### src/pie_pkg.sv
// types, widths and codes of the power iteration eigenvalue block
// no dependencies; used by every other file of the block but the assertion header
`timescale 1ns / 1ps
`default_nettype none
package pie_pkg;

  localparam int FRAC_BITS_DEF = 24;
  localparam int MAT_W      = 32;  // matrix entry
  localparam int VEC_W      = 32;  // unit vector component, |v| <= 2^F
  localparam int T_W        = 34;  // product vector component, |t| <= 2^32
  localparam int E_W        = 35;  // eigenvalue estimate
  localparam int DIFF_W     = 36;
  localparam int PROD_W     = 66;  // signed product of the shared multiplier
  localparam int NRM_W      = 34;  // magnitudes during normalisation
  localparam int NORM_TOP   = 31;  // normalised magnitudes lie in [2^30, 2^31)
  localparam int SQ_W       = 63;  // sum of squares
  localparam int MAG_W      = 32;  // square root
  localparam int EPS_W      = 24;
  localparam int ITER_W     = 10;
  localparam int VAL_W      = 40;
  localparam int OUT_VEC_W  = 26;
  localparam int CFG_IDX_W  = 1;
  localparam int CFG_DATA_W = 32;

  localparam logic [EPS_W-1:0]  EPS_RESET  = 24'd17;
  localparam logic [ITER_W-1:0] ITER_RESET = 10'd100;

  typedef enum logic [CFG_IDX_W-1:0] {
    REG_EPSILON  = 1'b0,
    REG_MAX_ITER = 1'b1
  } reg_idx_e;

  typedef enum logic [4:0] {
    S_IDLE, S_CHECK, S_M00, S_M01, S_M10, S_M11, S_E0, S_E1, S_TEST,
    S_NINIT, S_NSHIFT, S_SQA, S_SQB, S_SQRT, S_DIVA, S_DIVB, S_COMMIT, S_OUT
  } state_e;

  typedef enum logic [3:0] {
    OP_NONE, OP_MUL_M00, OP_MUL_M01, OP_MUL_M10, OP_MUL_M11, OP_MUL_E0,
    OP_MUL_E1, OP_TEST, OP_NORM_INIT, OP_NORM_SHIFT, OP_SQ_A, OP_SQ_B,
    OP_SQRT, OP_DIV_A, OP_DIV_B, OP_COMMIT
  } op_e;

  typedef struct packed {
    op_e  op;
    logic start;  // first cycle of a multi-cycle step
    logic load;   // input transaction
    logic fin;    // final re-normalisation of v
    logic emit;   // copy result into the output register
  } cmd_t;

  typedef struct packed {
    logic mul_done;
    logic sqrt_done;
    logic div_done;
    logic more;     // passes below max_iterations
    logic conv;
    logic zero;
    logic norm_ok;
  } sts_t;

endpackage
`default_nettype wire

### src/pie_if.sv
// channel interfaces of the power iteration block: input, result, configuration
// depends on pie_pkg
`timescale 1ns / 1ps
`default_nettype none
interface pie_in_if;
  import pie_pkg::*;
  logic valid;
  logic ready;
  logic signed [MAT_W-1:0] entry_row0_col0;
  logic signed [MAT_W-1:0] entry_row0_col1;
  logic signed [MAT_W-1:0] entry_row1_col0;
  logic signed [MAT_W-1:0] entry_row1_col1;
  modport source (output valid, entry_row0_col0, entry_row0_col1, entry_row1_col0,
                  entry_row1_col1, input ready);
  modport sink (input valid, entry_row0_col0, entry_row0_col1, entry_row1_col0,
                entry_row1_col1, output ready);
endinterface

interface pie_out_if;
  import pie_pkg::*;
  logic valid;
  logic ready;
  logic signed [VAL_W-1:0]     dominant_value;
  logic signed [OUT_VEC_W-1:0] vector_x;
  logic signed [OUT_VEC_W-1:0] vector_y;
  logic [ITER_W-1:0]           passes_done;
  logic                        converged;
  logic                        zero_vector;
  modport source (output valid, dominant_value, vector_x, vector_y, passes_done,
                  converged, zero_vector, input ready);
  modport sink (input valid, dominant_value, vector_x, vector_y, passes_done,
                converged, zero_vector, output ready);
endinterface

interface pie_cfg_if;
  import pie_pkg::*;
  logic valid;
  logic ready;
  logic [CFG_IDX_W-1:0]  index;
  logic [CFG_DATA_W-1:0] data;
  modport source (output valid, index, data, input ready);
  modport sink (input valid, index, data, output ready);
endinterface
`default_nettype wire

### src/power_iteration_eigen_2x2.sv
// top level of the 2x2 power iteration block: controller plus datapath
// depends on pie_pkg, pie_if, pie_ctrl, pie_datapath
`timescale 1ns / 1ps
`default_nettype none
// usage
// in_i takes one 2x2 signed matrix per transaction; ready is high only while
// the block is idle, so one matrix is worked on at a time.
// out_o gives one result per matrix: eigenvalue, unit vector, pass count and
// the converged and zero-vector flags. the result sits in an output register,
// so a new matrix is taken while an earlier result still waits on a stalled
// receiver; the block only holds before emitting a second result.
// cfg_i writes epsilon (index 0) and max_iterations (index 1) at any time the
// block is idle; its ready is always high.
// each pass runs the matrix and estimate multiplications and the convergence
// test, then normalises its vector with a shift, the squaring multiplications,
// the square root and the divisions; a final normalisation of v then runs
// before the result enters the output register.
// reset: asynchronous, active low; epsilon returns to 17 and max_iterations
// to 100, any matrix in flight is dropped and out valid is cleared.
module power_iteration_eigen_2x2 #(
  parameter int FRAC_BITS = pie_pkg::FRAC_BITS_DEF
) (
  input wire logic  clk_i,
  input wire logic  rst_ni,
  pie_in_if.sink    in_i,
  pie_out_if.source out_o,
  pie_cfg_if.sink   cfg_i
);
  import pie_pkg::*;

  cmd_t cmd;
  sts_t sts;

  assign cfg_i.ready = 1'b1;

  pie_ctrl u_ctrl (
    .clk_i       (clk_i),
    .rst_ni      (rst_ni),
    .in_valid_i  (in_i.valid),
    .in_ready_o  (in_i.ready),
    .out_ready_i (out_o.ready),
    .out_valid_o (out_o.valid),
    .sts_i       (sts),
    .cmd_o       (cmd)
  );

  pie_datapath #(.FRAC_BITS(FRAC_BITS)) u_dp (
    .clk_i            (clk_i),
    .rst_ni           (rst_ni),
    .cmd_i            (cmd),
    .sts_o            (sts),
    .cfg_valid_i      (cfg_i.valid),
    .cfg_index_i      (cfg_i.index),
    .cfg_data_i       (cfg_i.data),
    .m00_i            (in_i.entry_row0_col0),
    .m01_i            (in_i.entry_row0_col1),
    .m10_i            (in_i.entry_row1_col0),
    .m11_i            (in_i.entry_row1_col1),
    .dominant_value_o (out_o.dominant_value),
    .vector_x_o       (out_o.vector_x),
    .vector_y_o       (out_o.vector_y),
    .passes_done_o    (out_o.passes_done),
    .converged_o      (out_o.converged),
    .zero_vector_o    (out_o.zero_vector)
  );
endmodule
`default_nettype wire

### src/pie_mul.sv
// shift-add signed multiplier, one multiplier bit per cycle
// depends on pie_pkg
`timescale 1ns / 1ps
`default_nettype none
module pie_mul (
  input  wire logic                          clk_i,
  input  wire logic                          rst_ni,
  input  wire logic                          start_i,
  input  wire logic signed [pie_pkg::T_W-1:0]   a_i,
  input  wire logic signed [pie_pkg::VEC_W-1:0] b_i,
  output logic                               done_o,
  output logic signed [pie_pkg::PROD_W-1:0]  res_o
);
  import pie_pkg::*;

  localparam int CNT_W = $clog2(VEC_W);
  localparam logic [CNT_W-1:0] LAST = CNT_W'(VEC_W - 1);

  logic [PROD_W-1:0] ma_q, acc_q, acc_d;
  logic [VEC_W-1:0]  mb_q;
  logic [CNT_W-1:0]  cnt_q;
  logic              neg_q, busy_q, done_q;
  logic [T_W-1:0]    abs_a;
  logic [VEC_W-1:0]  abs_b;

  assign abs_a = a_i[T_W-1] ? (~a_i + 1'b1) : a_i;
  assign abs_b = b_i[VEC_W-1] ? (~b_i + 1'b1) : b_i;
  assign acc_d = acc_q + (mb_q[0] ? ma_q : '0);

  always_ff @(posedge clk_i or negedge rst_ni) begin
    if (!rst_ni) begin
      busy_q <= 1'b0;
      done_q <= 1'b0;
      cnt_q  <= '0;
    end else begin
      done_q <= 1'b0;
      if (start_i) begin
        busy_q <= 1'b1;
        cnt_q  <= '0;
      end else if (busy_q) begin
        cnt_q <= cnt_q + 1'b1;
        if (cnt_q == LAST) begin
          busy_q <= 1'b0;
          done_q <= 1'b1;
        end
      end
    end
  end

  always_ff @(posedge clk_i) begin
    if (start_i) begin
      ma_q  <= PROD_W'(abs_a);
      mb_q  <= abs_b;
      acc_q <= '0;
      neg_q <= a_i[T_W-1] ^ b_i[VEC_W-1];
    end else if (busy_q) begin
      acc_q <= acc_d;
      ma_q  <= ma_q << 1;
      mb_q  <= mb_q >> 1;
      if (cnt_q == LAST) res_o <= neg_q ? $signed(~acc_d + 1'b1) : $signed(acc_d);
    end
  end

  assign done_o = done_q;
endmodule
`default_nettype wire

### src/pie_sqrt.sv
// digit-by-digit integer square root, one result bit per cycle
// depends on pie_pkg
`timescale 1ns / 1ps
`default_nettype none
module pie_sqrt (
  input  wire logic                       clk_i,
  input  wire logic                       rst_ni,
  input  wire logic                       start_i,
  input  wire logic [pie_pkg::SQ_W-1:0]   n_i,
  output logic                            done_o,
  output logic [pie_pkg::MAG_W-1:0]       root_o
);
  import pie_pkg::*;

  localparam int W = 2 * MAG_W;
  localparam int CNT_W = $clog2(MAG_W);
  localparam logic [CNT_W-1:0] LAST = CNT_W'(MAG_W - 1);

  logic [W-1:0]     rem_q, res_q, bit_q, trial;
  logic [CNT_W-1:0] cnt_q;
  logic             busy_q, done_q;

  assign trial = res_q + bit_q;

  always_ff @(posedge clk_i or negedge rst_ni) begin
    if (!rst_ni) begin
      busy_q <= 1'b0;
      done_q <= 1'b0;
      cnt_q  <= '0;
    end else begin
      done_q <= 1'b0;
      if (start_i) begin
        busy_q <= 1'b1;
        cnt_q  <= '0;
      end else if (busy_q) begin
        cnt_q <= cnt_q + 1'b1;
        if (cnt_q == LAST) begin
          busy_q <= 1'b0;
          done_q <= 1'b1;
        end
      end
    end
  end

  always_ff @(posedge clk_i) begin
    if (start_i) begin
      rem_q <= W'(n_i);
      res_q <= '0;
      bit_q <= W'(1) << (W - 2);
    end else if (busy_q) begin
      if (rem_q >= trial) begin
        rem_q <= rem_q - trial;
        res_q <= (res_q >> 1) + bit_q;
      end else begin
        res_q <= res_q >> 1;
      end
      bit_q <= bit_q >> 2;
    end
  end

  assign done_o = done_q;
  assign root_o = res_q[MAG_W-1:0];
endmodule
`default_nettype wire

### src/pie_div.sv
// restoring unsigned divider, one quotient bit per cycle
// depends on pie_pkg
`timescale 1ns / 1ps
`default_nettype none
module pie_div #(
  parameter int NUM_W = 55
) (
  input  wire logic                      clk_i,
  input  wire logic                      rst_ni,
  input  wire logic                      start_i,
  input  wire logic [NUM_W-1:0]          num_i,
  input  wire logic [pie_pkg::MAG_W-1:0] den_i,
  output logic                           done_o,
  output logic [NUM_W-1:0]               quo_o
);
  import pie_pkg::*;

  localparam int CNT_W = $clog2(NUM_W);
  localparam logic [CNT_W-1:0] LAST = CNT_W'(NUM_W - 1);

  logic [NUM_W-1:0] num_q, quo_q;
  logic [MAG_W-1:0] den_q, rem_q;
  logic [MAG_W:0]   part;
  logic             ge;
  logic [CNT_W-1:0] cnt_q;
  logic             busy_q, done_q;

  assign part = {rem_q, num_q[NUM_W-1]};
  assign ge   = part >= {1'b0, den_q};

  always_ff @(posedge clk_i or negedge rst_ni) begin
    if (!rst_ni) begin
      busy_q <= 1'b0;
      done_q <= 1'b0;
      cnt_q  <= '0;
    end else begin
      done_q <= 1'b0;
      if (start_i) begin
        busy_q <= 1'b1;
        cnt_q  <= '0;
      end else if (busy_q) begin
        cnt_q <= cnt_q + 1'b1;
        if (cnt_q == LAST) begin
          busy_q <= 1'b0;
          done_q <= 1'b1;
        end
      end
    end
  end

  always_ff @(posedge clk_i) begin
    if (start_i) begin
      num_q <= num_i;
      den_q <= den_i;
      rem_q <= '0;
      quo_q <= '0;
    end else if (busy_q) begin
      // remainder stays below the divisor, so the top bit drops out
      rem_q <= ge ? MAG_W'(part - {1'b0, den_q}) : part[MAG_W-1:0];
      quo_q <= {quo_q[NUM_W-2:0], ge};
      num_q <= num_q << 1;
    end
  end

  assign done_o = done_q;
  assign quo_o  = quo_q;
endmodule
`default_nettype wire

### src/pie_datapath.sv
// datapath: matrix, vector and estimate registers, configuration registers,
// shared multiplier, square root and divider, output register; depends on pie_pkg
`timescale 1ns / 1ps
`default_nettype none
module pie_datapath #(
  parameter int FRAC_BITS = pie_pkg::FRAC_BITS_DEF
) (
  input  wire logic                              clk_i,
  input  wire logic                              rst_ni,
  input  wire pie_pkg::cmd_t                     cmd_i,
  output pie_pkg::sts_t                          sts_o,
  input  wire logic                              cfg_valid_i,
  input  wire logic [pie_pkg::CFG_IDX_W-1:0]     cfg_index_i,
  input  wire logic [pie_pkg::CFG_DATA_W-1:0]    cfg_data_i,
  input  wire logic signed [pie_pkg::MAT_W-1:0]  m00_i,
  input  wire logic signed [pie_pkg::MAT_W-1:0]  m01_i,
  input  wire logic signed [pie_pkg::MAT_W-1:0]  m10_i,
  input  wire logic signed [pie_pkg::MAT_W-1:0]  m11_i,
  output logic signed [pie_pkg::VAL_W-1:0]       dominant_value_o,
  output logic signed [pie_pkg::OUT_VEC_W-1:0]   vector_x_o,
  output logic signed [pie_pkg::OUT_VEC_W-1:0]   vector_y_o,
  output logic [pie_pkg::ITER_W-1:0]             passes_done_o,
  output logic                                   converged_o,
  output logic                                   zero_vector_o
);
  import pie_pkg::*;

  localparam int NUM_W = NORM_TOP + FRAC_BITS;

  logic [EPS_W-1:0]         eps_q;
  logic [ITER_W-1:0]        maxit_q, passes_q;
  logic signed [MAT_W-1:0]  m00_q, m01_q, m10_q, m11_q;
  logic signed [VEC_W-1:0]  v0_q, v1_q;
  logic signed [T_W-1:0]    t0_q, t1_q, ep_q;
  logic signed [PROD_W-1:0] p_q;
  logic signed [E_W-1:0]    e_q, prev_q;
  logic                     conv_q, zero_q, s0_q, s1_q;
  logic [NRM_W-1:0]         a_q, b_q, mx;
  logic [SQ_W-1:0]          n_q;
  logic [MAG_W-1:0]         mag_q, root;
  logic [VEC_W-1:0]         qa_q, qb_q;

  logic signed [T_W-1:0]    mul_a, src0, src1;
  logic signed [VEC_W-1:0]  mul_b;
  logic signed [PROD_W-1:0] mul_res;
  logic                     mul_done, sqrt_done, div_done;
  logic [NUM_W-1:0]         div_num, quo;

  logic signed [PROD_W:0]   tsum, tsh;
  logic signed [PROD_W-1:0] esh;
  logic signed [DIFF_W-1:0] diff;
  logic [DIFF_W-1:0]        adiff;

  // operand selection for the shared multiplier
  always_comb begin
    mul_a = '0;
    mul_b = '0;
    case (cmd_i.op)
      OP_MUL_M00: begin mul_a = T_W'(m00_q); mul_b = v0_q; end
      OP_MUL_M01: begin mul_a = T_W'(m01_q); mul_b = v1_q; end
      OP_MUL_M10: begin mul_a = T_W'(m10_q); mul_b = v0_q; end
      OP_MUL_M11: begin mul_a = T_W'(m11_q); mul_b = v1_q; end
      OP_MUL_E0:  begin mul_a = t0_q;        mul_b = v0_q; end
      OP_MUL_E1:  begin mul_a = t1_q;        mul_b = v1_q; end
      OP_SQ_A: begin
        mul_a = $signed(a_q);
        mul_b = $signed({1'b0, a_q[NORM_TOP-1:0]});
      end
      OP_SQ_B: begin
        mul_a = $signed(b_q);
        mul_b = $signed({1'b0, b_q[NORM_TOP-1:0]});
      end
      default: ;
    endcase
  end

  pie_mul u_mul (
    .clk_i   (clk_i),
    .rst_ni  (rst_ni),
    .start_i (cmd_i.start && (cmd_i.op == OP_MUL_M00 || cmd_i.op == OP_MUL_M01 ||
              cmd_i.op == OP_MUL_M10 || cmd_i.op == OP_MUL_M11 ||
              cmd_i.op == OP_MUL_E0 || cmd_i.op == OP_MUL_E1 ||
              cmd_i.op == OP_SQ_A || cmd_i.op == OP_SQ_B)),
    .a_i     (mul_a),
    .b_i     (mul_b),
    .done_o  (mul_done),
    .res_o   (mul_res)
  );

  pie_sqrt u_sqrt (
    .clk_i   (clk_i),
    .rst_ni  (rst_ni),
    .start_i (cmd_i.start && cmd_i.op == OP_SQRT),
    .n_i     (n_q),
    .done_o  (sqrt_done),
    .root_o  (root)
  );

  assign div_num = (cmd_i.op == OP_DIV_B) ? {b_q[NORM_TOP-1:0], {FRAC_BITS{1'b0}}}
                                          : {a_q[NORM_TOP-1:0], {FRAC_BITS{1'b0}}};

  pie_div #(.NUM_W(NUM_W)) u_div (
    .clk_i   (clk_i),
    .rst_ni  (rst_ni),
    .start_i (cmd_i.start && (cmd_i.op == OP_DIV_A || cmd_i.op == OP_DIV_B)),
    .num_i   (div_num),
    .den_i   (mag_q),
    .done_o  (div_done),
    .quo_o   (quo)
  );

  // floor shifts are arithmetic right shifts of the two's complement values
  assign tsum  = {p_q[PROD_W-1], p_q} + {mul_res[PROD_W-1], mul_res};
  assign tsh   = tsum >>> FRAC_BITS;
  assign esh   = mul_res >>> FRAC_BITS;
  assign diff  = DIFF_W'(e_q) - DIFF_W'(prev_q);
  assign adiff = diff[DIFF_W-1] ? DIFF_W'(-diff) : DIFF_W'(diff);

  assign src0 = cmd_i.fin ? T_W'(v0_q) : t0_q;
  assign src1 = cmd_i.fin ? T_W'(v1_q) : t1_q;
  assign mx   = (a_q > b_q) ? a_q : b_q;

  always_comb begin
    sts_o.mul_done  = mul_done;
    sts_o.sqrt_done = sqrt_done;
    sts_o.div_done  = div_done;
    sts_o.more      = passes_q < maxit_q;
    sts_o.conv      = adiff < DIFF_W'(eps_q);
    sts_o.zero      = (src0 == '0) && (src1 == '0);
    sts_o.norm_ok   = (mx[NRM_W-1:NORM_TOP] == '0) && mx[NORM_TOP-1];
  end

  always_ff @(posedge clk_i or negedge rst_ni) begin
    if (!rst_ni) begin
      eps_q   <= EPS_RESET;
      maxit_q <= ITER_RESET;
    end else if (cfg_valid_i) begin
      case (reg_idx_e'(cfg_index_i))
        REG_EPSILON:  eps_q   <= cfg_data_i[EPS_W-1:0];
        REG_MAX_ITER: maxit_q <= cfg_data_i[ITER_W-1:0];
        default: ;
      endcase
    end
  end

  always_ff @(posedge clk_i) begin
    if (cmd_i.load) begin
      m00_q    <= m00_i;
      m01_q    <= m01_i;
      m10_q    <= m10_i;
      m11_q    <= m11_i;
      v0_q     <= VEC_W'(1) << FRAC_BITS;
      v1_q     <= '0;
      prev_q   <= '0;
      passes_q <= '0;
      conv_q   <= 1'b0;
      zero_q   <= 1'b0;
    end
    case (cmd_i.op)
      OP_MUL_M00, OP_MUL_M10: if (mul_done) p_q <= mul_res;
      OP_MUL_M01: if (mul_done) t0_q <= tsh[T_W-1:0];
      OP_MUL_M11: if (mul_done) t1_q <= tsh[T_W-1:0];
      OP_MUL_E0:  if (mul_done) ep_q <= esh[T_W-1:0];
      OP_MUL_E1:  if (mul_done) e_q <= E_W'(ep_q) + E_W'($signed(esh[T_W-1:0]));
      OP_TEST:    if (sts_o.conv) conv_q <= 1'b1;
      OP_NORM_INIT: begin
        if (sts_o.zero && !cmd_i.fin) zero_q <= 1'b1;
        s0_q <= src0[T_W-1];
        s1_q <= src1[T_W-1];
        a_q  <= src0[T_W-1] ? NRM_W'(-src0) : NRM_W'(src0);
        b_q  <= src1[T_W-1] ? NRM_W'(-src1) : NRM_W'(src1);
      end
      OP_NORM_SHIFT: begin
        if (mx[NRM_W-1:NORM_TOP] != '0) begin
          a_q <= a_q >> 1;
          b_q <= b_q >> 1;
        end else if (!mx[NORM_TOP-1]) begin
          a_q <= a_q << 1;
          b_q <= b_q << 1;
        end
      end
      OP_SQ_A:  if (mul_done) n_q <= mul_res[SQ_W-1:0];
      OP_SQ_B:  if (mul_done) n_q <= n_q + mul_res[SQ_W-1:0];
      OP_SQRT:  if (sqrt_done) mag_q <= root;
      OP_DIV_A: if (div_done) qa_q <= quo[VEC_W-1:0];
      OP_DIV_B: if (div_done) qb_q <= quo[VEC_W-1:0];
      OP_COMMIT: begin
        v0_q <= s0_q ? $signed(~qa_q + 1'b1) : $signed(qa_q);
        v1_q <= s1_q ? $signed(~qb_q + 1'b1) : $signed(qb_q);
        if (!cmd_i.fin) begin
          prev_q   <= e_q;
          passes_q <= passes_q + 1'b1;
        end
      end
      default: ;
    endcase
    if (cmd_i.emit) begin
      dominant_value_o <= VAL_W'(prev_q);
      vector_x_o       <= v0_q[OUT_VEC_W-1:0];
      vector_y_o       <= v1_q[OUT_VEC_W-1:0];
      passes_done_o    <= passes_q;
      converged_o      <= conv_q;
      zero_vector_o    <= zero_q;
    end
  end
endmodule
`default_nettype wire

### src/pie_ctrl.sv
// controller: sequences the steps of each pass and drives the handshakes
// depends on pie_pkg
`timescale 1ns / 1ps
`default_nettype none
module pie_ctrl (
  input  wire logic          clk_i,
  input  wire logic          rst_ni,
  input  wire logic          in_valid_i,
  output logic               in_ready_o,
  input  wire logic          out_ready_i,
  output logic               out_valid_o,
  input  wire pie_pkg::sts_t sts_i,
  output pie_pkg::cmd_t      cmd_o
);
  import pie_pkg::*;

  state_e state_q, state_d;
  logic   fin_q, fin_d, fresh_q, out_valid_q, emit;

  assign in_ready_o  = (state_q == S_IDLE);
  assign emit        = (state_q == S_OUT) && (!out_valid_q || out_ready_i);
  assign out_valid_o = out_valid_q;

  // next state
  always_comb begin
    state_d = state_q;
    fin_d   = fin_q;
    case (state_q)
      S_IDLE: if (in_valid_i) begin
        state_d = S_CHECK;
        fin_d   = 1'b0;
      end
      S_CHECK: begin
        if (sts_i.more) state_d = S_M00;
        else begin
          state_d = S_NINIT;
          fin_d   = 1'b1;
        end
      end
      S_M00: if (sts_i.mul_done) state_d = S_M01;
      S_M01: if (sts_i.mul_done) state_d = S_M10;
      S_M10: if (sts_i.mul_done) state_d = S_M11;
      S_M11: if (sts_i.mul_done) state_d = S_E0;
      S_E0:  if (sts_i.mul_done) state_d = S_E1;
      S_E1:  if (sts_i.mul_done) state_d = S_TEST;
      S_TEST: begin
        state_d = S_NINIT;
        if (sts_i.conv) fin_d = 1'b1;
      end
      S_NINIT: begin
        if (!sts_i.zero) state_d = S_NSHIFT;
        else if (fin_q) state_d = S_OUT;
        else fin_d = 1'b1;  // halted pass still re-normalises v
      end
      S_NSHIFT: if (sts_i.norm_ok) state_d = S_SQA;
      S_SQA:  if (sts_i.mul_done) state_d = S_SQB;
      S_SQB:  if (sts_i.mul_done) state_d = S_SQRT;
      S_SQRT: if (sts_i.sqrt_done) state_d = S_DIVA;
      S_DIVA: if (sts_i.div_done) state_d = S_DIVB;
      S_DIVB: if (sts_i.div_done) state_d = S_COMMIT;
      S_COMMIT: state_d = fin_q ? S_OUT : S_CHECK;
      S_OUT: if (emit) state_d = S_IDLE;
      default: state_d = S_IDLE;
    endcase
  end

  // command outputs
  always_comb begin
    cmd_o.op    = OP_NONE;
    cmd_o.start = fresh_q;
    cmd_o.load  = (state_q == S_IDLE) && in_valid_i;
    cmd_o.fin   = fin_q;
    cmd_o.emit  = emit;
    case (state_q)
      S_M00:    cmd_o.op = OP_MUL_M00;
      S_M01:    cmd_o.op = OP_MUL_M01;
      S_M10:    cmd_o.op = OP_MUL_M10;
      S_M11:    cmd_o.op = OP_MUL_M11;
      S_E0:     cmd_o.op = OP_MUL_E0;
      S_E1:     cmd_o.op = OP_MUL_E1;
      S_TEST:   cmd_o.op = OP_TEST;
      S_NINIT:  cmd_o.op = OP_NORM_INIT;
      S_NSHIFT: cmd_o.op = OP_NORM_SHIFT;
      S_SQA:    cmd_o.op = OP_SQ_A;
      S_SQB:    cmd_o.op = OP_SQ_B;
      S_SQRT:   cmd_o.op = OP_SQRT;
      S_DIVA:   cmd_o.op = OP_DIV_A;
      S_DIVB:   cmd_o.op = OP_DIV_B;
      S_COMMIT: cmd_o.op = OP_COMMIT;
      default:  cmd_o.op = OP_NONE;
    endcase
  end

  always_ff @(posedge clk_i or negedge rst_ni) begin
    if (!rst_ni) begin
      state_q     <= S_IDLE;
      fin_q       <= 1'b0;
      fresh_q     <= 1'b0;
      out_valid_q <= 1'b0;
    end else begin
      state_q <= state_d;
      fin_q   <= fin_d;
      fresh_q <= (state_d != state_q);
      if (emit) out_valid_q <= 1'b1;
      else if (out_ready_i) out_valid_q <= 1'b0;
    end
  end
endmodule
`default_nettype wire

### src/flat_wrapper.sv
// flat-port wrapper written by rule: the top's interface ports become plain ports
module power_iteration_eigen_2x2_flat import pie_pkg::*;
#(
  parameter int FRAC_BITS = pie_pkg::FRAC_BITS_DEF
)
  (clk_i, rst_ni, in_i_valid, in_i_entry_row0_col0, in_i_entry_row0_col1, in_i_entry_row1_col0, in_i_entry_row1_col1, in_i_ready, out_o_valid, out_o_dominant_value, out_o_vector_x, out_o_vector_y, out_o_passes_done, out_o_converged, out_o_zero_vector, out_o_ready, cfg_i_valid, cfg_i_index, cfg_i_data, cfg_i_ready);
  pie_in_if in_i_i ();
  pie_out_if out_o_i ();
  pie_cfg_if cfg_i_i ();
  input wire logic clk_i;
  input wire logic rst_ni;
  input wire logic [$bits(in_i_i.valid)-1:0] in_i_valid;
  input wire logic [$bits(in_i_i.entry_row0_col0)-1:0] in_i_entry_row0_col0;
  input wire logic [$bits(in_i_i.entry_row0_col1)-1:0] in_i_entry_row0_col1;
  input wire logic [$bits(in_i_i.entry_row1_col0)-1:0] in_i_entry_row1_col0;
  input wire logic [$bits(in_i_i.entry_row1_col1)-1:0] in_i_entry_row1_col1;
  output wire logic [$bits(in_i_i.ready)-1:0] in_i_ready;
  output wire logic [$bits(out_o_i.valid)-1:0] out_o_valid;
  output wire logic [$bits(out_o_i.dominant_value)-1:0] out_o_dominant_value;
  output wire logic [$bits(out_o_i.vector_x)-1:0] out_o_vector_x;
  output wire logic [$bits(out_o_i.vector_y)-1:0] out_o_vector_y;
  output wire logic [$bits(out_o_i.passes_done)-1:0] out_o_passes_done;
  output wire logic [$bits(out_o_i.converged)-1:0] out_o_converged;
  output wire logic [$bits(out_o_i.zero_vector)-1:0] out_o_zero_vector;
  input wire logic [$bits(out_o_i.ready)-1:0] out_o_ready;
  input wire logic [$bits(cfg_i_i.valid)-1:0] cfg_i_valid;
  input wire logic [$bits(cfg_i_i.index)-1:0] cfg_i_index;
  input wire logic [$bits(cfg_i_i.data)-1:0] cfg_i_data;
  output wire logic [$bits(cfg_i_i.ready)-1:0] cfg_i_ready;
  assign in_i_i.valid = in_i_valid;
  assign in_i_i.entry_row0_col0 = in_i_entry_row0_col0;
  assign in_i_i.entry_row0_col1 = in_i_entry_row0_col1;
  assign in_i_i.entry_row1_col0 = in_i_entry_row1_col0;
  assign in_i_i.entry_row1_col1 = in_i_entry_row1_col1;
  assign in_i_ready = in_i_i.ready;
  assign out_o_valid = out_o_i.valid;
  assign out_o_dominant_value = out_o_i.dominant_value;
  assign out_o_vector_x = out_o_i.vector_x;
  assign out_o_vector_y = out_o_i.vector_y;
  assign out_o_passes_done = out_o_i.passes_done;
  assign out_o_converged = out_o_i.converged;
  assign out_o_zero_vector = out_o_i.zero_vector;
  assign out_o_i.ready = out_o_ready;
  assign cfg_i_i.valid = cfg_i_valid;
  assign cfg_i_i.index = cfg_i_index;
  assign cfg_i_i.data = cfg_i_data;
  assign cfg_i_ready = cfg_i_i.ready;
  power_iteration_eigen_2x2 #(.FRAC_BITS(FRAC_BITS)) u_core (.clk_i(clk_i), .rst_ni(rst_ni), .in_i(in_i_i), .out_o(out_o_i), .cfg_i(cfg_i_i));
endmodule
### config.mk
export PLATFORM = sky130hd
export DESIGN_NAME = power_iteration_eigen_2x2_flat
export DESIGN_NICKNAME = d
export VERILOG_FILES = /design/src/pie_pkg.sv /design/src/pie_if.sv /design/src/power_iteration_eigen_2x2.sv /design/src/pie_mul.sv /design/src/pie_sqrt.sv /design/src/pie_div.sv /design/src/pie_datapath.sv /design/src/pie_ctrl.sv /design/src/flat_wrapper.sv
export SDC_FILE = /design/constraint.sdc
export NUM_CORES = 2
export LEC_CHECK = 0
export BUFFER_PORTS_ARGS = -buffer_cell sky130_fd_sc_hd__buf_2
export CORE_ASPECT_RATIO = 2
export CORE_MARGIN = 2
export CORE_UTILIZATION = 55
export CTS_CLUSTER_SIZE = 20
export DETAILED_ROUTE_END_ITERATION = 16
export GPL_ROUTABILITY_DRIVEN = 0
export HOLD_SLACK_MARGIN = 0.1
export PLACE_DENSITY = 0.72
export RECOVER_POWER = 100
export SLEW_MARGIN = 30
export SYNTH_ARGS = -nofsm -noshare
export SYNTH_HDL_FRONTEND = slang
export SYNTH_SLANG_ARGS = --single-unit
### constraint.sdc
create_clock -name clk_i -period 11.8 [get_ports clk_i]
set_input_delay 1.77 -clock clk_i [delete_from_list [all_inputs] [get_ports clk_i]]
set_output_delay 1.77 -clock clk_i [all_outputs]
set_load 0.02 [all_outputs]
==> run metrics <==
die width=275 um; first-pass GRT wire length=363 mm; unrepaired setup endpoints after global routing=false; Sinks on Clock Net=1335; Crit Path Max Fanout=71; prevailing post-synth register cell=sky130_fd_sc_hd__edfxtp_1; count of final hold-check violations=0; distinct cell type count after synthesis=101; number of top-level pins=273; endpoint arrival time on the critical path=10760 ps; total gr overflow=0; Cell Area, Synth=0.0806 mm^2; buffer depth of the longest clock path=3; cell depth of the worst hold path=0; sequential-to-total area share from yosys stat=0.456; Tightest Pin Transition=4130 ps; flops & latches, synth=1335; DRT Wirelength=241 mm; required time of the critical path=12410 ps; endpoints failing setup=0; vias in the first global route=64225; CTS tree=done; clock slew seen by the registers of the worst setup and hold paths=70 ps; number of detailed-route iterations in the first pass=11; gr usage total=0.313; minimum setup slack after placement=3240 ps; number of placed cells counting well taps=10103; number of antenna violations at the first check in global routing=12; post-route insts no fill=10343; minimum clock period=10140 ps; post-detailed-route count of antenna-violating nets=0; largest net degree at the start of global routing=92; Syn Area/Cell=9.82 um^2; cell type with the largest total area after synthesis=sky130_fd_sc_hd__edfxtp_1; share of layout cells above drive strength 1=0.0624; Syn-to-layout area delta=8.66%; share of flip-flops with an asynchronous set or reset after synthesis=0.0479; number of remaining DRC errors=0; initial detailed-routing violation count=5374; core outline area=0.145 mm^2; type of the most critical hold path=reg -> reg; via-per-instance ratio=6.29; number of nets at the end of the flow=8994; CP startpoint kind=flop; warning count from the yosys run=0; Die Ht=545 um; Reg2Reg Depth=14; clock buffers created by TritonCTS=117; setup repair bufs after CTS=0; Total Die Area=0.150 mm^2; largest voltage drop on the vdd net=0.250 mV; Critical Path End Type=flop; number of buffers inserted for hold repair after clock tree synthesis=0; via count of the routed design=65091; final setup margin=1660 ps; Pwr per Cell Area=242 mW/mm^2; Setup Total Neg Slack=0 ps; failing checks=max-capacitance violations, max-slew violations; post-CTS sizing=0; number of max-cap violations=44; Synth Instances=8200; run status=finished with violations; Fmax achieved=0.0986 GHz; Clk Tree Root Cell=sky130_fd_sc_hd__clkbuf_16; ratio of final minimum period to clock period=0.860; Post-Synthesis Net Count=8871; critical path type=reg -> reg; share of the synthesized area in the top cell type=0.362; average wire per cell in the routed design=23.3 um; max-slew violation total from the final report=2155; Relative slew margins=-1.75; cell types with the largest area share after synthesis=sky130_fd_sc_hd__edfxtp_1 36%, sky130_fd_sc_hd__ha_1 7.8%, sky130_fd_sc_hd__dfxtp_1 7.5%, sky130_fd_sc_hd__o21ai_0 4.2%, sky130_fd_sc_hd__a21oi_1 3.8%; count of H-tree levels built during CTS=3; clock insertion delay at the later pin of the skew report=770 ps; number of flops mapped to enable cells by yosys=971; half-perimeter wire length of the detailed placement result=182 mm; IO Port Bufs=263; Static Leakage=34.5 nW; starting density of the core=0.554; maximum clock skew at final layout=57.3 ps; standard-cell row count=198
cells by family (layout without fill, tap and decap cells):
family | Yosys count | count (layout) | share of synthesized area
and+or+nand+nor | 2385 | 2385 | 0.139
adders and majority gates | 505 | 505 | 0.0790
AOI/OAI and AO/OA | 2332 | 2332 | 0.181
other | 1 | 16 | 0.0000466
xor gates and xnor gates | 651 | 651 | 0.0708
muxes | 339 | 339 | 0.0427
buffers and inverters | 652 | 880 | 0.0308
DFF | 1335 | 1335 | 0.456
cells in the final DEF (no fill, tap or decap), types with 55 or more instances in the layout:
master,Yosys,routed
sky130_fd_sc_hd__o21bai_1,75,74
sky130_fd_sc_hd__and2_1,98,88
sky130_fd_sc_hd__nor3_1,129,127
sky130_fd_sc_hd__buf_2,9,147
sky130_fd_sc_hd__a21oi_1,613,611
sky130_fd_sc_hd__o21ai_0,682,684
sky130_fd_sc_hd__a31oi_1,97,97
sky130_fd_sc_hd__xnor2_1,350,349
sky130_fd_sc_hd__clkbuf_16,0,118
sky130_fd_sc_hd__or3_1,55,55
sky130_fd_sc_hd__a22oi_1,73,73
sky130_fd_sc_hd__and3_1,94,91
sky130_fd_sc_hd__a211oi_1,68,72
sky130_fd_sc_hd__nand4_1,82,82
sky130_fd_sc_hd__dfxtp_1,300,300
sky130_fd_sc_hd__nor2_1,747,743
sky130_fd_sc_hd__edfxtp_1,971,971
sky130_fd_sc_hd__clkbuf_1,319,190
sky130_fd_sc_hd__mux2i_1,305,305
sky130_fd_sc_hd__nand2_1,719,716
sky130_fd_sc_hd__nand3_1,131,130
sky130_fd_sc_hd__dfrtp_1,59,55
sky130_fd_sc_hd__ha_1,499,499
sky130_fd_sc_hd__a21o_1,204,204
sky130_fd_sc_hd__nand2b_1,75,75
sky130_fd_sc_hd__nor2b_1,63,62
sky130_fd_sc_hd__o31ai_1,95,95
sky130_fd_sc_hd__inv_1,289,289
sky130_fd_sc_hd__xor2_1,301,301
worst max-delay path: stages (launching register included):
cell	delay (ps)
sky130_fd_sc_hd__dfrtp_4	390
sky130_fd_sc_hd__clkbuf_1	2620
sky130_fd_sc_hd__clkbuf_1	2530
sky130_fd_sc_hd__mux2i_1	690
sky130_fd_sc_hd__o221ai_1	340
sky130_fd_sc_hd__nor2_1	280
sky130_fd_sc_hd__nand4_1	170
sky130_fd_sc_hd__nor4b_1	370
sky130_fd_sc_hd__clkbuf_1	720
sky130_fd_sc_hd__a21oi_1	170
sky130_fd_sc_hd__o311ai_0	460
sky130_fd_sc_hd__o311a_1	260
sky130_fd_sc_hd__nand3_1	130
sky130_fd_sc_hd__xor2_1	170
sky130_fd_sc_hd__or4_1	540
layer usage:
layer	share of wire	GRT usage	wire, um	vias to the layer above
met1	0.33	0.314	80100	31019
met4	0.097	0.255	23300	8
met3	0.062	0.0471	15000	943
li1	-	-	-	30424
met2	0.51	0.566	122000	2697
met5	0.00021	0	50	-
metrics by stage:
stage          hold WS (ps)  total power [mW]  area [um^2]  utilization
3_5_place_dp            405              16.8        83900        0.577
6_report                418              21.2        87500        0.602
2_1_floorplan           400              14.1        80600            -
3_3_place_gp            403              16.5        83800        0.576
4_1_cts                 419              21.0        88000        0.605
5_1_grt                 424              22.4        87500        0.602
flip-flops by register name, indices dropped and copies added, names as in the netlist, 34 cells and up:
name,flops
u_core.u_dp.n_q,63
u_core.u_dp.u_sqrt.rem_q,64
u_core.u_dp.u_sqrt.res_q,64
u_core.u_dp.p_q,58
u_core.u_dp.dominant_value_o,35
u_core.u_dp.e_q,35
u_core.u_dp.a_q,34
u_core.u_dp.t0_q,34
u_core.u_dp.t1_q,34
u_core.u_dp.u_mul.ma_q,63
u_core.u_dp.u_mul.acc_q,63
u_core.u_dp.ep_q,34
u_core.u_dp.prev_q,35
u_core.u_dp.u_mul.res_o,63
u_core.u_dp.b_q,34
power breakdown:
group	internal (mW)	switching (mW)
clock	2.29	1.90
combinational	3.73	6.21
sequential	6.34	0.709
final cells by class:
cell class | count | area (um^2)
tap | 1900 | 2380
inverter | 291 | 1090
clock inverter | 79 | 971
sequential | 1335 | 36800
multi-input combinational | 6213 | 41400
antenna | 15 | 37.5
clock buffer | 145 | 3140
timing repair buffer | 365 | 1760
fill | 12095 | 57900
cell usage after synthesis (82+ instances only):
library cell                 n
sky130_fd_sc_hd__o31ai_1    95
sky130_fd_sc_hd__dfxtp_1   300
sky130_fd_sc_hd__nand4_1    82
sky130_fd_sc_hd__inv_1     289
sky130_fd_sc_hd__nor2_1    747
sky130_fd_sc_hd__ha_1      499
sky130_fd_sc_hd__xnor2_1   350
sky130_fd_sc_hd__mux2i_1   305
sky130_fd_sc_hd__edfxtp_1  971
sky130_fd_sc_hd__a21o_1    204
sky130_fd_sc_hd__a31oi_1    97
sky130_fd_sc_hd__nand3_1   131
sky130_fd_sc_hd__and3_1     94
sky130_fd_sc_hd__o21ai_0   682
sky130_fd_sc_hd__clkbuf_1  319
sky130_fd_sc_hd__and2_1     98
sky130_fd_sc_hd__a21oi_1   613
sky130_fd_sc_hd__nand2_1   719
sky130_fd_sc_hd__xor2_1    301
sky130_fd_sc_hd__nor3_1    129
worst paths after layout:
kind	slack [ps]	end	from
hold reg to reg	420	u_core.u_dp.u_div.den_q[19]	u_core.u_dp.mag_q[19]
setup / recovery	1660	u_core.u_ctrl.fresh_q	u_core.u_ctrl.fin_q
hold / removal	420	u_core.u_dp.u_div.den_q[19]	u_core.u_dp.mag_q[19]
min in group asynchronous	1470	u_core.u_dp.eps_q[21]	rst_ni
setup reg to reg	1660	u_core.u_ctrl.fresh_q	u_core.u_ctrl.fin_q
max in group asynchronous	6810	u_core.u_ctrl.fin_q	rst_ni
Note: power is estimated with default switching activity, not from simulation.
